$ cat config.mk
export PLATFORM = sky130hd
export DESIGN_NAME = cdp_out_flat
export DESIGN_NICKNAME = d
export VERILOG_FILES = /design/src/rtl/cdp_pkg.sv /design/src/rtl/cdp_out_if.sv /design/src/rtl/cdp_out.sv /design/src/flat_wrapper.sv
export SDC_FILE = /design/constraint.sdc
export NUM_CORES = 1
export LEC_CHECK = 0
export BUFFER_PORTS_ARGS = -buffer_cell sky130_fd_sc_hd__buf_4
export CAP_MARGIN = 10
export CORE_UTILIZATION = 25
export CTS_CLUSTER_SIZE = 24
export DETAILED_ROUTE_END_ITERATION = 10
export PLACE_DENSITY_LB_ADDON = 0.15
export SLEW_MARGIN = 40
export SYNTH_ARGS = -nofsm -noshare
export SYNTH_HDL_FRONTEND = slang
export SYNTH_SLANG_ARGS = --single-unit
$ cat constraint.sdc
create_clock -name clk -period 3.95 [get_ports clk]
set_input_delay 0.79 -clock clk [delete_from_list [all_inputs] [get_ports clk]]
set_output_delay 0.79 -clock clk [all_outputs]
set_load 0.02 [all_outputs]
$ cat src/rtl/cdp_pkg.sv
// ----------------------------------------------------------------------------
// cdp_pkg
// Shared types, constants and helpers for the channel delay and polarity block.
// ----------------------------------------------------------------------------
package cdp_pkg;

	// field widths of the request and result payloads
	localparam int SAMPLE_W   = 24;
	localparam int CHAN_W     = 4;
	localparam int DELAY_IN_W = 12;

	// default sizing of the per-channel stores
	localparam int DELAY_DEPTH_DEF = 2048;
	localparam int CHANNELS_DEF    = 16;

	// request kinds
	localparam logic KIND_SAMPLE   = 1'b0;
	localparam logic KIND_SETTINGS = 1'b1;

	typedef logic signed [SAMPLE_W-1:0] sample_t;
	typedef logic [CHAN_W-1:0]          chan_t;
	typedef logic [DELAY_IN_W-1:0]      delay_in_t;

	// what the result stage needs to know about one sample request
	typedef struct packed {
		logic    valid;     // a sample request occupies the stage
		chan_t   channel;
		sample_t sample;    // sample as received
		logic    sel_mem;   // result comes from the delay store read
		logic    sel_zero;  // delayed entry never written, reads as zero
		logic    invert;    // negate the selected value
	} res_info_t;

	localparam sample_t SMP_MAX = sample_t'(24'h7F_FFFF);
	localparam sample_t SMP_MIN = sample_t'(24'h80_0000);

	// two's complement negate that saturates at full scale
	function automatic sample_t neg_sat(input sample_t s);
		sample_t r;
		if (s == SMP_MIN) begin
			r = SMP_MAX;
		end else begin
			r = -s;
		end
		return r;
	endfunction

endpackage

$ cat src/rtl/cdp_out_if.sv
// ----------------------------------------------------------------------------
// cdp_out_if
// Result channel: processed sample with its channel, valid/ready.
// ----------------------------------------------------------------------------
interface cdp_out_if;
	import cdp_pkg::*;

	logic    valid;
	logic    ready;
	chan_t   channel_out;
	sample_t sample_out;

	modport source (output valid, channel_out, sample_out, input ready);
	modport sink (input valid, channel_out, sample_out, output ready);
endinterface

$ cat src/rtl/cdp_out.sv
// ----------------------------------------------------------------------------
// cdp_out
// Result selection and polarity, then output register with a skid entry.
// ----------------------------------------------------------------------------
module cdp_out (
	input  logic               clk,
	input  logic               arst_n,
	input  cdp_pkg::res_info_t info_s2,
	input  cdp_pkg::sample_t   rdata,
	output logic               en,
	cdp_out_if.source          result
);
	import cdp_pkg::*;

	sample_t sel;
	sample_t res;
	logic    push;

	logic    out_valid_q;
	chan_t   out_chan_q;
	sample_t out_smp_q;
	logic    skid_valid_q;
	chan_t   skid_chan_q;
	sample_t skid_smp_q;

	// pick the passed, delayed or zero value, then apply polarity
	always_comb begin
		if (info_s2.sel_mem) begin
			sel = rdata;
		end else if (info_s2.sel_zero) begin
			sel = '0;
		end else begin
			sel = info_s2.sample;
		end
		res = info_s2.invert ? neg_sat(sel) : sel;
	end

	// the pipeline moves while the skid entry is free
	assign en   = !skid_valid_q;
	assign push = en && info_s2.valid;

	always_ff @(posedge clk or negedge arst_n) begin
		if (!arst_n) begin
			out_valid_q  <= 1'b0;
			skid_valid_q <= 1'b0;
		end else if (!out_valid_q || result.ready) begin
			if (skid_valid_q) begin
				out_valid_q  <= 1'b1;
				skid_valid_q <= 1'b0;
			end else begin
				out_valid_q <= push;
			end
		end else if (push) begin
			skid_valid_q <= 1'b1;
		end
	end

	// payload registers
	always_ff @(posedge clk) begin
		if (!out_valid_q || result.ready) begin
			if (skid_valid_q) begin
				out_chan_q <= skid_chan_q;
				out_smp_q  <= skid_smp_q;
			end else if (push) begin
				out_chan_q <= info_s2.channel;
				out_smp_q  <= res;
			end
		end else if (push) begin
			skid_chan_q <= info_s2.channel;
			skid_smp_q  <= res;
		end
	end

	assign result.valid       = out_valid_q;
	assign result.channel_out = out_chan_q;
	assign result.sample_out  = out_smp_q;

endmodule

$ cat src/flat_wrapper.sv
// flat-port wrapper written by rule: the top's interface ports become plain ports
module cdp_out_flat import cdp_pkg::*;
  (clk, arst_n, info_s2, rdata, en, result_valid, result_channel_out, result_sample_out, result_ready);
  cdp_out_if result_i ();
  input  logic clk;
  input  logic arst_n;
  input  cdp_pkg::res_info_t info_s2;
  input  cdp_pkg::sample_t rdata;
  output logic en;
  output wire logic [$bits(result_i.valid)-1:0] result_valid;
  output wire logic [$bits(result_i.channel_out)-1:0] result_channel_out;
  output wire logic [$bits(result_i.sample_out)-1:0] result_sample_out;
  input wire logic [$bits(result_i.ready)-1:0] result_ready;
  assign result_valid = result_i.valid;
  assign result_channel_out = result_i.channel_out;
  assign result_sample_out = result_i.sample_out;
  assign result_i.ready = result_ready;
  cdp_out u_core (.clk(clk), .arst_n(arst_n), .info_s2(info_s2), .rdata(rdata), .en(en), .result(result_i));
endmodule
==> flow_metrics.env <==
export IMPL_status="finished, final reports clean"
export IMPL_fin_crit_sh_pct=80.1
export IMPL_nets=435
export IMPL_cts_sinks=58
export IMPL_criticalPathCategory="input port to flip-flop"
export IMPL_fp_dieH_um=116
export IMPL_dp_hpwl_um=6640
export IMPL_root_buffer="clkbuf_16"
export IMPL_grt_remaining_overflow=0
export IMPL_hp_class="input port to async pin"
export IMPL_synth_top_area_share_pct=51.5
export IMPL_grt_max_degree=49
export IMPL_r2r_start="u_core.skid_valid_q"
export IMPL_drtPass1Iterations=4
export IMPL_grt_total_usage_pct=13.9
export IMPL_ctsResizeCount=0
export IMPL_reg2regPathDepth=3
export IMPL_place_congestion=0.826
export IMPL_numCtsBuffers=9
export IMPL_start_util_pct=25.8
export IMPL_grt_setup_unrepaired="false"
export IMPL_slowest_delay_ns=0.43
export IMPL_yosysTopAreaCell="edfxtp_1"
export IMPL_worst_path_max_delay_cell="nor4b_4"
export IMPL_fmax_mhz=316
export IMPL_grt_pass1_wl_um=13900
export IMPL_antenna_left=0
export IMPL_route_detailed_drc=0
export IMPL_r2r_slack_ns=2.05
export IMPL_fin_setup_tns_ns=0
export IMPL_slew_limit_headroom_pct=60.7
export IMPL_synthArstFlopShare_pct=3.45
export IMPL_crit_top_cell="mux2_2"
export IMPL_synth_cell_types=52
export IMPL_die_area_um2=13500
export IMPL_syn_to_final_growth_pct=35.2
export IMPL_num_vias=2569
export IMPL_layout_drive_gt1_share_pct=36.6
export IMPL_place_port_buffers=88
export IMPL_htree_levels=3
export IMPL_fp_coreArea_um2=12700
export IMPL_drv_slew=0
export IMPL_fin_crit_ns=3.16
export IMPL_core_rowCount=41
export IMPL_syn_area_um2=3270
export IMPL_clk_insertion_delay_late_ns=0.32
export IMPL_cp_end_kind="flip-flop"
export IMPL_diodes=0
export IMPL_cts_hold_buf=0
export IMPL_skew_ns=0.00669
export IMPL_powerDensity_nw_per_um2=444
export IMPL_worst_ep_required_time_ns=4.02
export IMPL_syn_area_per_cell_um2=11.4
export IMPL_crit_path_start_kind="input port"
export IMPL_power_leakage_nw=1.69
export IMPL_setup_viol=0
export IMPL_antenna_found_initial=0
export IMPL_hold_violations=0
export IMPL_synth_area_leaders="edfxtp_1 (51%), mux2_2 (5.2%), xnor2_1 (4.6%), a22oi_1 (4.4%), o21ai_0 (4.3%)"
export IMPL_ys_seq_area_share_pct=53.0
export IMPL_ys_seq_elements=58
export IMPL_wl_um=8780
export IMPL_io_pins=89
export IMPL_netlist_instances=287
export IMPL_postLayoutCoreUtil_pct=34.8
export IMPL_max_cap_violations=0
export IMPL_r2r_end="u_core.result.sample_out[22]"
export IMPL_synthTopCellsByCount="edfxtp_1 (56), nand2_1 (34), o21ai_0 (28)"
export IMPL_seq_area_um2=1730
export IMPL_synthesis_nets=347
export IMPL_multi_input_area_um2=1450
export IMPL_cts_tree="yes"
export IMPL_yosysWarnings=0
export IMPL_peakVddDrop_uv=229
export IMPL_synth_edf_count=56
export IMPL_vias_per_cell=4.65
export IMPL_synth_flop_cell="edfxtp_1"
export IMPL_clockBufferDepth=2
export IMPL_tightest_slew_ns=0.590
export IMPL_synth_most_common_cell="edfxtp_1"
export IMPL_nFillCells=1299
export IMPL_grt_pass1_vias=2562
export IMPL_arrival_ns=3.23
export IMPL_post_cts_repair_setup_buffers=0
export IMPL_power_mw=1.96
export IMPL_cp_cell_sequence="buf_4 -> nor2_2 -> a22oi_1 -> ha_1 -> inv_1 -> nor4b_4 -> nand3_2 -> nand2_1 -> mux2_2 -> mux2_2"
export IMPL_drt_iter0_drc=148
export IMPL_route_detailed_wl_per_inst_um=15.9
export IMPL_clk_pin_slew_ns=0.05
export IMPL_cp_max_fo=48
export IMPL_timing_hold_ws_ns=0.236
export IMPL_chipWidth_um=116
per-stage QoR:
stage	setup slack [ns]	instances	area, µm²
finish	0.785	552	4410
global route	0.582	552	4410
CTS	0.821	552	4410
detailed placement	0.482	536	4100
global placement	0.659	536	4100
floorplan	0.394	287	3270
power breakdown:
part	switching (mW)	internal, mW	total (mW)	leakage [nW]
combinational	0.214	0.170	0.384	0.987
sequential	0.0154	0.747	0.762	0.549
clock	0.262	0.550	0.812	0.153
total	0.491	1.47	1.96	1.69
worst max path at each step:
stage                     slack [ns]  cells after the start                      endpoint    startpoint
final                           0.79                     10  u_core.result.sample_out[20]    info_s2[2]
after global routing            0.58                     10  u_core.result.sample_out[20]    info_s2[2]
after CTS                       0.82                     10  u_core.result.sample_out[20]    info_s2[2]
after detailed placement        0.48                     10  u_core.result.sample_out[20]    info_s2[2]
after global placement          0.66                     10  u_core.result.sample_out[20]    info_s2[2]
after floorplan                 0.39                      2         u_core.skid_chan_q[0]  result_ready
kinds of logic (layout without fill, tap and decap cells):
kind of cell    Yosys count  count (layout)  synth area share, %
fa+ha+maj                 1               1                0.383
compound gates           86              86                 18.7
mux                      17              17                 5.94
simple gates             87              87                 14.1
buf+inv                  19             112                 2.84
xor+xnor                 19              19                 5.10
flops                    58              58                 53.0
per-layer routing:
metal  share of wire [%]  track usage (%)  vias up
met5                   0                0        -
met3                 6.0             3.27        7
met1                  51             20.7     1203
met4                 1.2             5.13        0
met2                  42             19.4       88
li1                    -                -     1271
final cells by class:
type,count,area share [%]
Tap cell,172,4.88
Inverter,3,0.255
Timing Repair Buffer,93,15.8
Clock inverter,5,1.79
Multi-Input combinational cell,210,32.8
Sequential cell,58,39.2
Clock buffer,11,5.27
flip-flops by register name (all words and copies together), names as in the netlist:
name / cells
u_core.result.sample_out: 24
u_core.skid_smp_q: 24
u_core.result.channel_out: 4
u_core.skid_chan_q: 4
u_core.result.valid: 1
u_core.skid_valid_q: 1
worst max-delay path: cells and delay by family:
family,cells,cell delay (ns)
buffers and inverters,2,0.44
muxes,2,0.60
adders and majority gates,1,0.25
and+or+nand+nor,4,0.80
AOI/OAI and AO/OA,1,0.34
cell usage in the layout, fill, tap and decap left out, types with 2 or more instances in the layout:
cell       synthesis  routed
buf_4              1      93
edfxtp_1          56      56
nand2_1           34      34
o21ai_0           28      28
nor2_1            26      26
a22oi_1           19      19
xnor2_1           17      17
mux2_2            15      15
a2bb2oi_1         11      11
clkbuf_16          0       9
o21ai_1            5       5
o31ai_1            5       5
a22o_1             4       4
nand4_1            4       4
o21ai_2            3       3
nand3_1            3       3
inv_1              2       2
a21oi_1            2       2
o21a_1             2       2
xor2_1             2       2
and2_1             2       2
a2bb2oi_2          2       2
clkinv_2           0       2
bufinv_16          0       2
clkbuf_1           5       2
dfrtp_1            2       2
No activity file was read; power rests on OpenSTA's default activity.
