<file path="src/rtl/cdp_pkg.sv">
// ----------------------------------------------------------------------------
// cdp_pkg
// Shared types, constants and helpers for the channel delay and polarity block.
// ----------------------------------------------------------------------------
package cdp_pkg;

	// field widths of the request and result payloads
	localparam int SAMPLE_W   = 24;
	localparam int CHAN_W     = 4;
	localparam int DELAY_IN_W = 12;

	// default sizing of the per-channel stores
	localparam int DELAY_DEPTH_DEF = 2048;
	localparam int CHANNELS_DEF    = 16;

	// request kinds
	localparam logic KIND_SAMPLE   = 1'b0;
	localparam logic KIND_SETTINGS = 1'b1;

	typedef logic signed [SAMPLE_W-1:0] sample_t;
	typedef logic [CHAN_W-1:0]          chan_t;
	typedef logic [DELAY_IN_W-1:0]      delay_in_t;

	// what the result stage needs to know about one sample request
	typedef struct packed {
		logic    valid;     // a sample request occupies the stage
		chan_t   channel;
		sample_t sample;    // sample as received
		logic    sel_mem;   // result comes from the delay store read
		logic    sel_zero;  // delayed entry never written, reads as zero
		logic    invert;    // negate the selected value
	} res_info_t;

	localparam sample_t SMP_MAX = sample_t'(24'h7F_FFFF);
	localparam sample_t SMP_MIN = sample_t'(24'h80_0000);

	// two's complement negate that saturates at full scale
	function automatic sample_t neg_sat(input sample_t s);
		sample_t r;
		if (s == SMP_MIN) begin
			r = SMP_MAX;
		end else begin
			r = -s;
		end
		return r;
	endfunction

endpackage

</file>
<file path="src/rtl/cdp_ctrl.sv">
// ----------------------------------------------------------------------------
// cdp_ctrl
// Per-channel settings and write positions; forms the delay store addresses
// and the result selection for the request in stage one.
// ----------------------------------------------------------------------------
module cdp_ctrl #(
	parameter int DELAY_DEPTH = cdp_pkg::DELAY_DEPTH_DEF,
	parameter int CHANNELS    = cdp_pkg::CHANNELS_DEF,
	localparam int AW  = (DELAY_DEPTH > 1) ? $clog2(DELAY_DEPTH) : 1,
	localparam int CHW = (CHANNELS > 1) ? $clog2(CHANNELS) : 1
) (
	input  logic                clk,
	input  logic                arst_n,
	input  logic                en,
	input  logic                valid_s1,
	input  logic                kind_s1,
	input  cdp_pkg::chan_t      channel_s1,
	input  cdp_pkg::sample_t    sample_s1,
	input  logic                invert_s1,
	input  cdp_pkg::delay_in_t  delay_s1,
	output logic                mem_we,
	output logic                mem_re,
	output logic [CHW-1:0]      mem_ch,
	output logic [AW-1:0]       mem_wpos,
	output logic [AW-1:0]       mem_rpos,
	output cdp_pkg::res_info_t  info
);
	import cdp_pkg::*;

	localparam logic [AW-1:0] POS_LAST = AW'(DELAY_DEPTH - 1);
	localparam int unsigned   DMAX     = DELAY_DEPTH - 1;

	logic [AW-1:0] wpos_q  [CHANNELS];
	logic          wrap_q  [CHANNELS];
	logic          inv_q   [CHANNELS];
	logic [AW-1:0] dly_q   [CHANNELS];

	logic          ch_ok;
	logic [CHW-1:0] idx;
	logic          inv;
	logic [AW-1:0] dly;
	logic [AW-1:0] wp;
	logic          wrapped;
	logic          is_smp;
	logic          is_set;
	logic          active;
	logic          use_dly;
	logic [AW-1:0] rp;
	logic [AW-1:0] gap;
	logic          written;
	logic [AW-1:0] dly_new;

	// look up the channel's state
	assign ch_ok   = (32'(channel_s1) < 32'(CHANNELS));
	assign idx     = CHW'(channel_s1);
	assign inv     = inv_q[idx];
	assign dly     = dly_q[idx];
	assign wp      = wpos_q[idx];
	assign wrapped = wrap_q[idx];

	assign is_smp  = valid_s1 && (kind_s1 == KIND_SAMPLE);
	assign is_set  = valid_s1 && (kind_s1 == KIND_SETTINGS) && ch_ok;
	assign active  = is_smp && ch_ok && (inv || (dly != '0));
	assign use_dly = active && (dly != '0);

	// read position, delay places behind the write position with wrap
	assign gap = dly - wp;
	always_comb begin
		if (wp >= dly) begin
			rp = wp - dly;
		end else begin
			rp = AW'((AW+1)'(DELAY_DEPTH) - {1'b0, gap});
		end
	end

	// the store fills in order from zero, so an entry is written once the
	// channel has wrapped or the entry lies below the write position
	assign written = wrapped || (rp < wp);

	// clamp of a new delay setting
	always_comb begin
		if (32'(delay_s1) > DMAX) begin
			dly_new = POS_LAST;
		end else begin
			dly_new = AW'(delay_s1);
		end
	end

	assign mem_we   = active;
	assign mem_re   = use_dly;
	assign mem_ch   = idx;
	assign mem_wpos = wp;
	assign mem_rpos = rp;

	always_comb begin
		info.valid    = is_smp;
		info.channel  = channel_s1;
		info.sample   = sample_s1;
		info.sel_mem  = use_dly && written;
		info.sel_zero = use_dly && !written;
		info.invert   = active && inv;
	end

	// per-channel state update
	always_ff @(posedge clk or negedge arst_n) begin
		if (!arst_n) begin
			for (int i = 0; i < CHANNELS; i++) begin
				wpos_q[i] <= '0;
				wrap_q[i] <= 1'b0;
				inv_q[i]  <= 1'b0;
				dly_q[i]  <= '0;
			end
		end else if (en) begin
			if (is_set) begin
				inv_q[idx] <= invert_s1;
				dly_q[idx] <= dly_new;
			end
			if (active) begin
				if (wp == POS_LAST) begin
					wpos_q[idx] <= '0;
					wrap_q[idx] <= 1'b1;
				end else begin
					wpos_q[idx] <= wp + AW'(1);
				end
			end
		end
	end

endmodule

</file>
<file path="config.mk">
export PLATFORM = sky130hd
export DESIGN_NAME = cdp_ctrl
export DESIGN_NICKNAME = d
export VERILOG_FILES = /design/src/rtl/cdp_pkg.sv /design/src/rtl/cdp_ctrl.sv
export SDC_FILE = /design/constraint.sdc
export NUM_CORES = 1
export LEC_CHECK = 0
export BUFFER_PORTS_ARGS = -buffer_cell sky130_fd_sc_hd__buf_2
export CAP_MARGIN = 10
export CORE_UTILIZATION = 50
export CTS_BUF_LIST = sky130_fd_sc_hd__clkbuf_4
export CTS_CLUSTER_SIZE = 28
export DETAILED_ROUTE_END_ITERATION = 8
export PLACE_DENSITY = 0.67
export SETUP_SLACK_MARGIN = 0.2
export SKIP_LAST_GASP = 1
export SYNTH_ARGS = -nofsm -noshare
export SYNTH_HDL_FRONTEND = slang
export SYNTH_SLANG_ARGS = --single-unit
</file>
<file path="constraint.sdc">
create_clock -name clk -period 7.15 [get_ports clk]
set_clock_uncertainty 0.2 [all_clocks]
set_input_delay 1.0725 -clock clk [delete_from_list [all_inputs] [get_ports clk]]
set_output_delay 1.0725 -clock clk [all_outputs]
set_load 0.03 [all_outputs]
</file>
==> results of run 1 <==
## synth_stat cells, types with 6 or more instances
| master | number |
|---|---|
| nand3_2 | 8 |
| a21o_1 | 16 |
| buf_6 | 16 |
| mux2_2 | 88 |
| nand2_1 | 235 |
| nor3_1 | 7 |
| a21oi_1 | 62 |
| nor2_1 | 116 |
| ha_1 | 22 |
| o21ai_0 | 137 |
| a22oi_1 | 30 |
| mux4_2 | 101 |
| xnor2_1 | 14 |
| mux2_4 | 6 |
| clkbuf_1 | 60 |
| buf_1 | 7 |
| buf_4 | 41 |
| inv_1 | 31 |
| dfrtp_1 | 384 |
| nor2b_1 | 9 |
| a2bb2oi_1 | 59 |
| buf_2 | 21 |
| nand3_1 | 12 |
| mux2_1 | 19 |
## worst paths after layout
| check | from | slack, ns | depth (start not counted) | end |
|---|---|---|---|---|
| max | channel_s1[0] | 0.44 | 19 | info[2] |
| min | arst_n | 0.18 | 1 | wpos_q[88]$_DFFE_PN0P_ |
| max reg2reg | dly_q[95]$_DFFE_PN0P_ | 3.25 | 7 | wpos_q[159]$_DFFE_PN0P_ |
| min reg2reg | wrap_q[14]$_DFFE_PN0P_ | 0.25 | 1 | wrap_q[14]$_DFFE_PN0P_ |
| max in group asynchronous | arst_n | 5.03 | 2 | wpos_q[73]$_DFFE_PN0P_ |
| min in group clk | wrap_q[14]$_DFFE_PN0P_ | 0.25 | 1 | wrap_q[14]$_DFFE_PN0P_ |
## metrics by stage
| step | setup slack [ns] | hold slack, ns | instances |
|---|---|---|---|
| finish | 0.441 | 0.177 | 2151 |
| global route | 0.202 | 0.214 | 2151 |
| CTS | 0.250 | 0.193 | 2148 |
| detailed placement | 0.169 | 0.241 | 1991 |
| global placement | 0.279 | 0.235 | 1991 |
| floorplan | 0.233 | 0.223 | 1570 |
## sequential cells by signal (all words and copies together), names as in the netlist
name    flops
wpos_q    176
inv_q      16
wrap_q     16
dly_q     176
## final cells by class
class                      instances  area (um^2)  area share
antenna                            1         2.50    0.000124
clock buffer                     135         1010      0.0502
clock inverter                    21          109     0.00539
inverter                          31          116     0.00576
multi-input combinational       1010         8030       0.397
sequential                       384         9610       0.476
tap                              468          586      0.0290
timing repair buffer             101          742      0.0367
## kinds of logic (layout without fill, tap and decap cells)
| kind of cell | count (synthesis) | in the layout | share of synthesized area |
|---|---|---|---|
| AO/OA/AOI/OAI | 335 | 335 | 0.115 |
| XOR/XNOR | 16 | 16 | 0.00755 |
| adder cells (fa/ha/maj) | 23 | 23 | 0.0159 |
| buffers and inverters | 176 | 288 | 0.0518 |
| flip-flops | 384 | 384 | 0.518 |
| multiplexers | 218 | 218 | 0.194 |
| other | 0 | 1 | 0 |
| AND/OR/NAND/NOR | 418 | 418 | 0.0978 |
## per-layer routing
metal | wire length, um | global-route usage
met5 | 0 | 0
met4 | 1770 | 0.112
met3 | 3170 | 0.0519
met2 | 22700 | 0.414
met1 | 20700 | 0.361
## worst max-delay path: cells and delay by family
family	cells	cell delay, ns
xor gates and xnor gates	1	0.10
adders and majority gates	2	0.70
AOI/OAI and AO/OA	10	2.08
buffers and inverters	3	0.60
muxes	1	0.52
and+or+nand+nor	2	0.30
## where the power goes
group	total [uW]	switching (uW)	internal (uW)
Clock	1760	861	894
Sequential	2530	123	2400
Combinational	959	555	403
Total	5240	1540	3700
## timing repair
item	in CTS	in global routing
endpoints found under the setup margin	1	2
pin swaps	0	0
gates resized for setup	1	7
gates cloned	1	1
==> run metrics, run 1 <==
hold buffer count at CTS=0; clk_lat worst skew=0.77 ns; CP arrival=5.44 ns; TNS Setup=0 ns; die width=195 um; synth top area cells=dfrtp_1, mux4_2, mux2_2, nand2_1, o21ai_0; Final period util=0.938; CTS clk-pin slew, worst paths=0.07 ns; largest fanout on the critical path=21; routed length per instance=22.5 um; CTS tree=built; Lkg Pwr=0.00938 uW; nets@finish=1692; CP cell instances=buf_12 -> buf_16 -> mux4_2 -> a22oi_1 -> nand2_1 -> fa_1 -> a21o_1 -> a21oi_1 -> o21ai_0 -> a21oi_1 -> o21ai_1 -> a21o_1 -> a21oi_1 -> xnor2_2 -> ha_1 -> a2111oi_1 -> a31o_2 -> and2_1 -> buf_2; first-pass GRT wire length=76800 um; worst-case clock buffer depth=3; RSZ-0062 raised after global routing=no; # IOs=106; CTS buffer count=95; PortBufs=57; post-layout min period=6.71 ns; Avg Inst Size Synth=11.8 um^2; number of synthesized flops with an enable pin=0; FFs w/ async S/R, synth=1.00; share of layout cells above drive strength 1=0.276; crit start category=input pin; cell mode on critical path=a21oi_1; Worst VDD drop=0.000167 V; routability cong.=0.876; initial core utilization=0.507; vias=12906; Critical Path End Type=output pin; clk sinks=384; Required @ worst endpoint=5.88 ns; cells after synthesis=1570; outcome=finished, final reports clean; DR pass1 iterations=7; final instance area=20200 um^2; Yosys top cell by area=dfrtp_1; initial antenna violation count=1; drc violations=0; Slew @ Worst Pin=1.23 ns; dominant synthesized flop cell=dfrtp_1; area delta synth->final=8.87%; Setup violations, final=0; MaxCap Viol Count=0; Die ar.=37900 um^2; Core Box Area=36600 um^2; Iter 0 DRT Violations=890; HP Class=input pin to asynchronous set/reset pin; Slew Viols, Final=0; Final Hold Viols=0; Yosys top cell area share=0.518; GRT Total Usage=0.264; most common cell after layout, fill and taps aside=dfrtp_1; count of cell types in the netlist=56; H-tree levels=3; DRT Wirelength=48300 um; die height=195 um; Final Power=5240 uW; vias in the first global route=13287; CP Class=input pin to output pin; Warnings, synthesis=0; placed cell area=19000 um^2; fill count=3129; synthesized area=18600 um^2; clk root buf=clkbuf_4; Core Rows=70; relative slew slack=0.175; slowest CP cell=mux4_2; largest net degree at the start of global routing=125; Post CTS Setup Buffer Count=0; post-layout util=0.552; most frequent cells in the layout=dfrtp_1, nand2_1, o21ai_0; f_max=0.149 GHz; Overflow after GRT=0; cell area power density=259 nW/um^2; Detailed Place HPWL=31600 um; Post-DRT Antenna Nets=0; Mapped Nets=1639; Synth Register Bits=384; sequential share of the synthesized area=0.518; via/cell ratio=6.00; Largest stage delay, worst path=0.52 ns
(Power assumes the default switching activity.)
==> inputs of run 2 (changes only) <==
Settings changed: PLACE_DENSITY 0.67 to 0.64.
==> run metrics, run 2 (synthesis results as in run 1) <==
outcome=finished, final reports clean; largest registers=dly_q (176), wpos_q (176); FF-to-FF Start=dly_q[127]$_DFFE_PN0P_; Final period util=0.932 (-0.00666); area delta synth->final=9.17%; Slew Viols, Final=0 (unchanged); Iter 0 DRT Violations=765 (-14%); Detailed Place HPWL=30800 um (-2.6%); clk_lat worst skew=0.77 ns (about the same); first-pass GRT wire length=75300 um (-2.0%); cell area power density=265 nW/um^2 (+2.3%); vias in the first global route=13146 (-1.1%); Lkg Pwr=0.00938 uW (about the same); Die ar.=37900 um^2 (unchanged); f_max=0.150 GHz (+0.71%); internal power=3830 uW (+3.4%); CTS clk-pin slew, worst paths=0.07 ns (about the same); die width=195 um (unchanged); relative slew slack=0.181 (+0.00574); CP arrival=5.39 ns (-0.05 ns); Final Power=5380 uW (+2.6%); routability cong.=0.888 (+1.4%); DR pass1 iterations=5 (-2); Critical path origin=channel_s1[0]; RSZ-0062 raised after global routing=no; vias=12612 (-2.3%); slowest CP cell=mux4_2; Critical Path End Type=output pin; largest net degree at the start of global routing=157 (+26%); most frequent cells in the layout=dfrtp_1, nand2_1, clkbuf_4; hold buffer count at CTS=0 (unchanged); final instance area=20300 um^2 (+0.27%); fin cells=2147 (-0.19%); Critical Path Sink=info[2]; clk sinks=384 (unchanged); most common cell after layout, fill and taps aside=dfrtp_1; HP Class=input pin to asynchronous set/reset pin; share of layout cells above drive strength 1=0.278 (+0.00125); die height=195 um (unchanged); drc violations=0 (unchanged); post-layout util=0.553 (+0.00150); Overflow after GRT=0 (unchanged); Post CTS Setup Buffer Count=0 (unchanged); CTS tree=built; r2r endpoint=wpos_q[153]$_DFFE_PN0P_; via/cell ratio=5.87 (-2.1%); nets@finish=1687 (-0.30%); register-to-register path setup slack=3.30 ns (+0.05 ns); MaxCap Viol Count=0 (unchanged); Largest stage delay, worst path=0.53 ns (about the same); initial core utilization=0.507 (unchanged); post-layout min period=6.66 ns (-0.0476 ns); DRT Wirelength=47300 um (-2.2%); Slew @ Worst Pin=1.22 ns (-0.00858 ns); Worst R2R Path Depth=7 (unchanged); clk root buf=clkbuf_4; placed cell area=19000 um^2 (about the same); Buf+Inv Stages, Crit Path=4 (+1); Clock power frac=0.351 (+0.016); Sw Ratio=0.288 (-0.00583); Setup violations, final=0 (unchanged); worst-case clock buffer depth=3 (unchanged); CP Class=input pin to output pin; Post-DRT Antenna Nets=0 (unchanged); Final Hold Viols=0 (unchanged); H-tree levels=3 (unchanged); routed length per instance=22.0 um (-2.0%); delay-heaviest family, CP=compound AO/OA/AOI/OAI gates; CTS buffer count=98 (+3.2%); crit start category=input pin; Stages on worst setup path=22 (+3); Required @ worst endpoint=5.88 ns (about the same); Worst VDD drop=0.000171 V (+2.4%); CP cell instances=buf_12 -> mux4_2 -> a22oi_1 -> nand2_2 -> inv_1 -> ha_1 -> inv_1 -> fa_1 -> a21o_1 -> a21oi_1 -> o21ai_0 -> a21oi_2 -> o21ai_1 -> a21o_1 -> a21oi_2 -> xnor2_2 -> ha_1 -> o21a_1 -> o21bai_1 -> a31o_2 -> and2_1 -> buf_2; Psw=1550 uW (+0.54%); GRT Total Usage=0.259 (-0.00547); Core Box Area=36600 um^2 (unchanged); # IOs=106 (unchanged); combinational fraction of design power=0.179 (-0.004); PortBufs=57 (unchanged); Flop pwr share=0.469 (-0.013); initial antenna violation count=1 (unchanged); Core Rows=70 (unchanged); largest fanout on the critical path=22 (+4.8%); TNS Setup=0 ns (unchanged); placed cell count=1985 (-0.30%)
==> run 2: timing repair <==
item	CTS	global route
hold endpoints to repair	0	0
cloned	0	1
resized for setup	2	8
endpoints found under the setup margin	1	2
pin swaps	0	1
==> run 2: area by class of cell <==
| type | count | area, um^2 |
|---|---|---|
| Clock buffer | 138 | 1040 |
| Sequential cell | 384 | 9610 |
| Inverter | 31 | 116 |
| Multi-Input combinational cell | 1010 | 8040 |
| Fill cell | 3161 | 16300 |
| Timing Repair Buffer | 93 | 674 |
| Antenna cell | 1 | 2.50 |
| Tap cell | 468 | 586 |
| Clock inverter | 22 | 196 |
==> run 2: through the flow <==
| step | hold WS [ns] | setup WS [ns] |
|---|---|---|
| 6_report | 0.128 | 0.488 |
| 5_1_grt | 0.137 | 0.216 |
| 4_1_cts | 0.0944 | 0.231 |
| 3_5_place_dp | 0.240 | 0.174 |
| 3_3_place_gp | 0.233 | 0.286 |
| 2_1_floorplan | 0.223 | 0.233 |
==> run 2: how the worst min path moves through the flow <==
stage                         endpoint  depth (start not counted)                   start
4_1_cts        wpos_q[127]$_DFFE_PN0P_                          1                  arst_n
3_5_place_dp     wrap_q[9]$_DFFE_PN0P_                          1   wrap_q[9]$_DFFE_PN0P_
3_3_place_gp     wrap_q[4]$_DFFE_PN0P_                          1   wrap_q[4]$_DFFE_PN0P_
6_report       wpos_q[138]$_DFFE_PN0P_                          1                  arst_n
5_1_grt        wpos_q[174]$_DFFE_PN0P_                          1                  arst_n
2_1_floorplan   wrap_q[14]$_DFFE_PN0P_                          1  wrap_q[14]$_DFFE_PN0P_
==> run 2: metal layers <==
| layer | part of all wire | wire length, um | vias to the layer above | GRT usage |
|---|---|---|---|---|
| met1 | 0.43 | 20300 | 6366 | 0.339 |
| met4 | 0.035 | 1660 | 0 | 0.101 |
| met5 | 0 | 0 | - | 0 |
| li1 | - | - | 5721 | - |
| met3 | 0.055 | 2620 | 125 | 0.0531 |
| met2 | 0.48 | 22700 | 400 | 0.425 |
==> run 2: power groups by stage <==
stage / sequential (uW) / clock (uW) / combinational [uW]
floorplan: 2520 / 0 / 733
global placement: 2550 / 0 / 933
detailed placement: 2560 / 0 / 959
CTS: 2520 / 1940 / 962
global route: 2550 / 2050 / 1070
finish: 2520 / 1890 / 964
==> run 2: worst register-to-register path, delay by kind of cell (launching register included) <==
family	cells	cell delay [ns]
flops	1	0.38
simple gates	4	1.84
mux	2	0.87
compound gates	1	0.41
==> inputs of run 3 (changes only) <==
Settings changed: RECOVER_POWER set to 25.
==> run metrics, run 3 (synthesis results as in run 1) <==
outcome=finished, violations left; failing checks=capacitance limit, slew limit; H-tree levels=3 (unchanged); largest net degree at the start of global routing=157 (unchanged); CTS buffer count=98 (unchanged); Die ar.=37900 um^2 (unchanged); placed cell count=1985 (unchanged); Buf+Inv Stages, Crit Path=4 (unchanged); Slew Viols, Final=88 (+88); Required @ worst endpoint=5.88 ns (about the same); Core Box Area=36600 um^2 (unchanged); clk root buf=clkbuf_4; cell area power density=266 nW/um^2 (about the same); Worst VDD drop=0.000171 V (unchanged); CP cell instances=buf_12 -> mux4_2 -> a22oi_1 -> nand2_2 -> inv_1 -> ha_1 -> inv_1 -> fa_1 -> a21o_1 -> a21oi_1 -> o21ai_0 -> a21oi_2 -> o21ai_1 -> a21o_1 -> a21oi_2 -> xnor2_2 -> ha_1 -> o21a_1 -> o21bai_1 -> a31o_2 -> and2_1 -> buf_2; drc violations=0 (unchanged); HP Class=flop to flop; largest fanout on the critical path=22 (unchanged); FF-to-FF Start=dly_q[127]$_DFFE_PN0P_; MaxCap Viol Count=1 (+1); vias=12613 (+0.0079%); Post-DRT Antenna Nets=0 (unchanged); crit start category=input pin; slowest CP cell=mux4_2; most common cell after layout, fill and taps aside=dfrtp_1; register-to-register path setup slack=3.30 ns (about the same); Post CTS Setup Buffer Count=0 (unchanged); Critical path origin=channel_s1[0]; Core Rows=70 (unchanged); vias in the first global route=13146 (unchanged); CTS tree=built; Final Hold Viols=0 (unchanged); Worst R2R Path Depth=7 (unchanged); f_max=0.150 GHz (unchanged); initial core utilization=0.507 (unchanged); post-layout min period=6.66 ns (unchanged); Hold Path Cell Cnt=1; routed length per instance=22.0 um (about the same); CP arrival=5.39 ns (about the same); Lkg Pwr=0.00937 uW (about the same); Setup violations, final=0 (unchanged); Stages on worst setup path=22 (unchanged); RSZ-0062 raised after global routing=no; area delta synth->final=9.11% (about the same); via/cell ratio=5.87 (about the same); delay-heaviest family, CP=compound AO/OA/AOI/OAI gates; share of layout cells above drive strength 1=0.277 (-0.000596); largest registers=dly_q (176), wpos_q (176); Iter 0 DRT Violations=765 (unchanged); worst-case clock buffer depth=3 (unchanged); die width=195 um (unchanged); min-delay src=wrap_q[4]$_DFFE_PN0P_; clk_lat worst skew=0.77 ns (about the same); fill count=3163 (+0.063%); most frequent cells in the layout=dfrtp_1, nand2_1, clkbuf_4; nets@finish=1687 (unchanged); Largest stage delay, worst path=0.53 ns (about the same); DR pass1 iterations=5 (unchanged); relative slew slack=-2.21 (-2.39); TNS Setup=0 ns (unchanged); PortBufs=57 (unchanged); Slew @ Worst Pin=4.81 ns (+3.59 ns); fin cells=2147 (unchanged); first-pass GRT wire length=75300 um (unchanged); CTS clk-pin slew, worst paths=0.06 ns (about the same); hold buffer count at CTS=0 (unchanged); Final period util=0.932 (unchanged); initial antenna violation count=1 (unchanged); die height=195 um (unchanged); CP Class=input pin to output pin; clk sinks=384 (unchanged); DRT Wirelength=47300 um (about the same); routability cong.=0.888 (unchanged); Detailed Place HPWL=30800 um (unchanged); post-layout util=0.553 (about the same); Overflow after GRT=0 (unchanged); # IOs=106 (unchanged); GRT Total Usage=0.259 (unchanged); Critical Path End Type=output pin
## run 3: cell types whose count changed in the layout (fill, tap and decap cells not counted), sizes merged
cell / delta
buf: -1
clkbuf: +1
## run 3: final timing paths
kind | to
worst max register to register | wpos_q[153]$_DFFE_PN0P_
worst min register to register | wrap_q[4]$_DFFE_PN0P_
worst max-delay path | info[2]
min in group asynchronous | wpos_q[138]$_DFFE_PN0P_
worst min-delay path | wrap_q[4]$_DFFE_PN0P_
max in group asynchronous | dly_q[117]$_DFFE_PN0P_
## run 3: area by class of cell
| cell class | count | area [um^2] | area share |
|---|---|---|---|
| Tap cell | 468 | 586 | 0.0289 |
| Sequential cell | 384 | 9610 | 0.475 |
| Inverter | 31 | 116 | 0.00575 |
| Antenna cell | 1 | 2.50 | 0.000124 |
| Multi-Input combinational cell | 1010 | 8040 | 0.397 |
| Clock inverter | 22 | 196 | 0.00970 |
| Timing Repair Buffer | 93 | 663 | 0.0327 |
| Clock buffer | 138 | 1040 | 0.0512 |
## run 3: routing by layer
layer	up-vias	share of wire	track usage
met5	-	0	0
met4	0	0.035	0.101
met3	125	0.055	0.0531
met2	400	0.48	0.425
met1	6367	0.43	0.339
li1	5721	-	-
## run 3: power breakdown
| group | switching (uW) | internal, uW | leakage, uW |
|---|---|---|---|
| sequential | 119 | 2400 | 0.00513 |
| combinational | 561 | 403 | 0.00352 |
| clock | 868 | 1020 | 0.000721 |
| total | 1550 | 3830 | 0.00937 |
## run 3: what timing repair did
action                     CTS  global route
cloned                       0             1
pin swaps                    0             1
resized for setup            2             8
setup endpoints to repair    1             2
## run 3: metrics by stage
step | hold WS, ns | total power, uW | setup slack (ns) | instance area (um^2)
finish | 0.256 | 5380 | 0.488 | 20200
global route | 0.274 | 5670 | 0.216 | 20200
CTS | 0.0944 | 5420 | 0.231 | 20200
detailed placement | 0.240 | 3520 | 0.174 | 19000
global placement | 0.233 | 3490 | 0.286 | 19000
floorplan | 0.223 | 3250 | 0.233 | 18600
## run 3: worst reg2reg max path, cell delays in order (launching register included)
cell and delay, ns:
dfrtp_1 0.38, mux4_2 0.45, a22oi_1 0.41, nand2_1 0.28
nor4_4 0.38, nand4b_4 0.39, nand3_1 0.79, mux2_2 0.42
